===== src/rtl/lzwd_ram.sv =====
`default_nettype none
// ----------------------------------------------------------------------------
// LZW decoder RAM
// Generic single-port RAM with registered read data.
// ----------------------------------------------------------------------------
module lzwd_ram #(
    parameter int Width = 8,
    parameter int Depth = 256
) (
    input  wire logic                     clk,
    input  wire logic                     we,
    input  wire logic [$clog2(Depth)-1:0] addr,
    input  wire logic [Width-1:0]         wdata,
    output logic      [Width-1:0]         rdata
);
    logic [Width-1:0] mem [Depth];

    always_ff @(posedge clk)
    begin
        if (we)
        begin
            mem[addr] <= wdata;
        end
        rdata <= mem[addr];
    end
endmodule
`default_nettype wire


===== config.mk =====
export PLATFORM = sky130hd
export DESIGN_NAME = lzwd_ram
export DESIGN_NICKNAME = d
export VERILOG_FILES = /design/src/rtl/lzwd_ram.sv
export SDC_FILE = /design/constraint.sdc
export NUM_CORES = 2
export LEC_CHECK = 0
export BUFFER_PORTS_ARGS = -buffer_cell sky130_fd_sc_hd__buf_2
export CAP_MARGIN = 5
export CORE_MARGIN = 5
export CORE_UTILIZATION = 45
export DETAILED_ROUTE_END_ITERATION = 10
export GPL_TIMING_DRIVEN = 0
export PLACE_DENSITY = 0.56
export SETUP_SLACK_MARGIN = 0.05
export SLEW_MARGIN = 20
export SYNTH_ARGS = -nofsm -noshare
export SYNTH_HDL_FRONTEND = slang
export SYNTH_SLANG_ARGS = --single-unit

===== constraint.sdc =====
create_clock -name clk -period 8.3 [get_ports clk]
set_clock_uncertainty 0.15 [all_clocks]
set_input_delay 1.66 -clock clk [delete_from_list [all_inputs] [get_ports clk]]
set_output_delay 1.66 -clock clk [all_outputs]
set_load 0.03 [all_outputs]

Yosys cells after proc, flatten, opt, wreduce, memory -nomap -nowiden
Memories as Yosys holds them, arrays and structs flattened. A register that Yosys moved wholly into a read port is not among the register bits. Cells that the tools add are included.

Mux-type cells: 2.

Operators by type and width (number): 1-bit two-way mux (2).

Memories kept: 1. Logic and storage cells: 3. Register bits after elaboration: 0. RAM bits: 2048. Input bits: 18.

Memory list: mem (words 256, bits a word 8, rd ports 1, clocked after memory_dff 1, wr ports 1, RTL line 16) `logic [Width-1:0] mem [Depth];`.

Logic depth before layout (Yosys ltp)
Word-level depth: 2. Gate-level depth with buffers: 10. Depth with buffers taken out: 5.

Worst setup path before layout
OpenSTA, ideal clock, no wires.

Path kind: input-to-reg. Start point: in addr[1]. End point: mem mem[111][0], enable pin. Data arrival time: 3.509 ns. Required time: 7.780 ns. Setup time: 0.370 ns. Slack: 4.271 ns. Buffers on the path: 5. Stages: 9. Path through: buf_2 -> clkbuf_1 -> clkbuf_1 -> nand2_1 -> buf_2 -> nor2_1 -> nand2_1 -> clkbuf_1 -> nor2_1.

RTL lines: start: declaration (RTL line 12) `input wire logic [$clog2(Depth)-1:0] addr,`; end: declaration (RTL line 16).

Straight into the memory's write port.

==> results.toml <==
[status]
status = "finished, final reports clean"

[pwr]
leakagePower_nw = 26.9
finalPower_mw = 21.5
p_sw_mw = 4.67
power.internal_mw = 16.8
power_density_nw_per_um2 = 241
seqPwrFrac_pct = 53.3
p_comb_share_pct = 5.1
switching_share_pct = 21.8
ir_worst_vdd_uv = 213
clock_power_share_pct = 41.6

[setup_path]
start_kind = "input port"
critPathLaunch = "addr[1]"
crit_path_frequent_cell = "clkbuf_1"
cp_data_required_time_ns = 8.65
cp_max_fo = 10
cp.arrival_ns = 6.14
cp_slowest_cell = "o41ai_1"
path_cells = "buf_2 > clkbuf_1 > clkbuf_1 > mux4_2 > a22oi_1 > a21oi_1 > o41ai_1 > nand4_1"
r2r-start = "mem[190][0]$_DFFE_PP_"
end_kind = "flip-flop"
crit_type = "input port to flip-flop"
cp_slowest_stage_delay_ns = 1.10

[place]
gp_congestion = 0.925
place_inst = 5928
dp_hpwl_um = 146000
io_buffers = 21

[finish]
nets = 3830
drive_gt1_share_pct = 24.6
final_cell_mix = "edfxtp_1 (2048), mux4_2 (512), a22oi_1 (256)"
final_common_cell = "edfxtp_1"
area_delta_synth_final_pct = 13.6
stdcell_count = 6314

[route]
via_per_inst = 6.10
drt_iter0_drc = 4447
dr.pass1.iters = 6
vias = 38500
wl_per_cell_um = 34.4
totalWireLength_um = 217000
antenna_left = 0
drc = 0

[clocking]
clk_pin_slew_ns = 0.06
numCtsBuffers = 207
cts_tree = "built"
post_cts_buffers = 0
ctsResizeCount = 0
cts_sinks = 2056
cts-root-buf = "clkbuf_16"
clockBufferDepth = 3
clk_latency_ns = 0.84
htreeDepth = 4
hold_buffers = 0

[die]
dieWidth_um = 428
dieArea_um2 = 183000
rows = 153
pin_count = 26
start_util_pct = 45.2
coreArea_um2 = 174000
die_y_um = 428

[sta]
hold_viol = 0
finalSetupViolCount = 0
tightest_slew_ns = 1.22
fin_hold_ws_ns = 1.05
slew_violations = 0
fmax_mhz = 173
rsz0062_at_grt = "false"
fin_crit_ns = 5.79
post-route-period-util_pct = 69.7
slew-limit-headroom_pct = 18.5
setup_tns_ns = 0

[grt]
antenna_found_initial = 13
grt-ovfl-total = 0
grt_pass1_wl_um = 302000
grt_pass1_vias = 38700
grt.total_usage_pct = 23.8
grt_max_degree = 119

[synth]
syn-cell-area_um2 = 78500
yosys.cell_types.count = 22
yosysTopAreaCell = "edfxtp_1"
synth.area.top_cells = "edfxtp_1 (78%), mux4_2 (15%), a22oi_1 (2.4%), nor2_1 (1.1%), a21oi_1 (0.82%)"
ys.warnings.count = 0
yosys_register_bits = 2056
synth_top_cell_area_share_pct = 78.3
avgSynthCellArea_um2 = 22.1
synth_seq_area_share_pct = 78.6
synth_fp_nets = 3565
syn_inst = 3547

[job]
cap_violations = 0

[min_path]
hold_class = "flip-flop to flip-flop"
hold_start = "mem[9][4]$_DFFE_PP_"
## through the flow
stage          setup slack [ns]  utilization (%)  instance area, um2
2_1_floorplan              4.27                -               78500
3_3_place_gp               1.15             46.9               81500
3_5_place_dp               1.59             47.6               82700
4_1_cts                    2.46             51.3               89100
5_1_grt                    2.69             51.3               89100
6_report                   2.51             51.3               89100
## kinds of logic after synthesis
| family | count (synthesis) | synth area share (%) |
|---|---|---|
| flops | 2056 | 78.6 |
| mux | 512 | 14.7 |
| compound gates | 416 | 3.62 |
| simple gates | 330 | 1.73 |
| buf+inv | 233 | 1.40 |
## registers in the layout, summed over array words and instances (netlist names)
register and flops:
mem 2048, rdata 8
## worst paths after layout
check | slack (ns) | end | cells after the start
setup / recovery | 2.51 | rdata[0]$_DFF_P_ | 8
hold / removal | 1.05 | rdata[4]$_DFF_P_ | 5
setup reg to reg | 4.64 | rdata[0]$_DFF_P_ | 5
hold reg to reg | 1.05 | rdata[4]$_DFF_P_ | 5
## cell usage after synthesis (all sizes together)
cell type / number
a21oi: 128
a22oi: 256
and2: 3
buf: 87
clkbuf: 145
dfxtp: 8
edfxtp: 2048
inv: 1
mux4: 512
nand2: 28
nand2b: 6
nand3: 13
nand4: 8
nor2: 232
nor2b: 7
nor3: 30
o41ai: 32
or2: 2
or3: 1
## worst max-delay path: cells and delay by family
family / cells / cell delay [ns]
buf+inv: 3 / 1.69
compound gates: 3 / 1.74
simple gates: 1 / 0.58
mux: 1 / 0.42
## per-layer routing
metal  global-route usage (%)  wire (um)  vias to the layer above
li1                         -          -                    15600
met3                     5.33      18100                      383
met2                     37.9     104000                     1667
met5                    0.608        196                        -
met1                     33.0      86400                    20800
met4                     8.14       8290                        6
## power groups by stage
stage          sequential (mW)  combinational [mW]  clock, mW
2_1_floorplan             11.7               0.509          0
3_3_place_gp              11.7                1.04          0
3_5_place_dp              11.7                1.09          0
4_1_cts                   11.4                1.09       9.09
5_1_grt                   11.4                1.13       9.52
6_report                  11.5                1.09       8.95
## cell type report
cell class                 count  area (um2)
clock buffer                 256        5490
buffer                       232        1120
clock inverter               124         945
antenna                        6        15.0
fill                       13800       84500
inverter                       1        3.75
sequential                  2056       61700
timing repair buffer          56        1070
multi-input combinational   1258       15900
tap                         2325        2910
(Power assumes the default switching activity.)
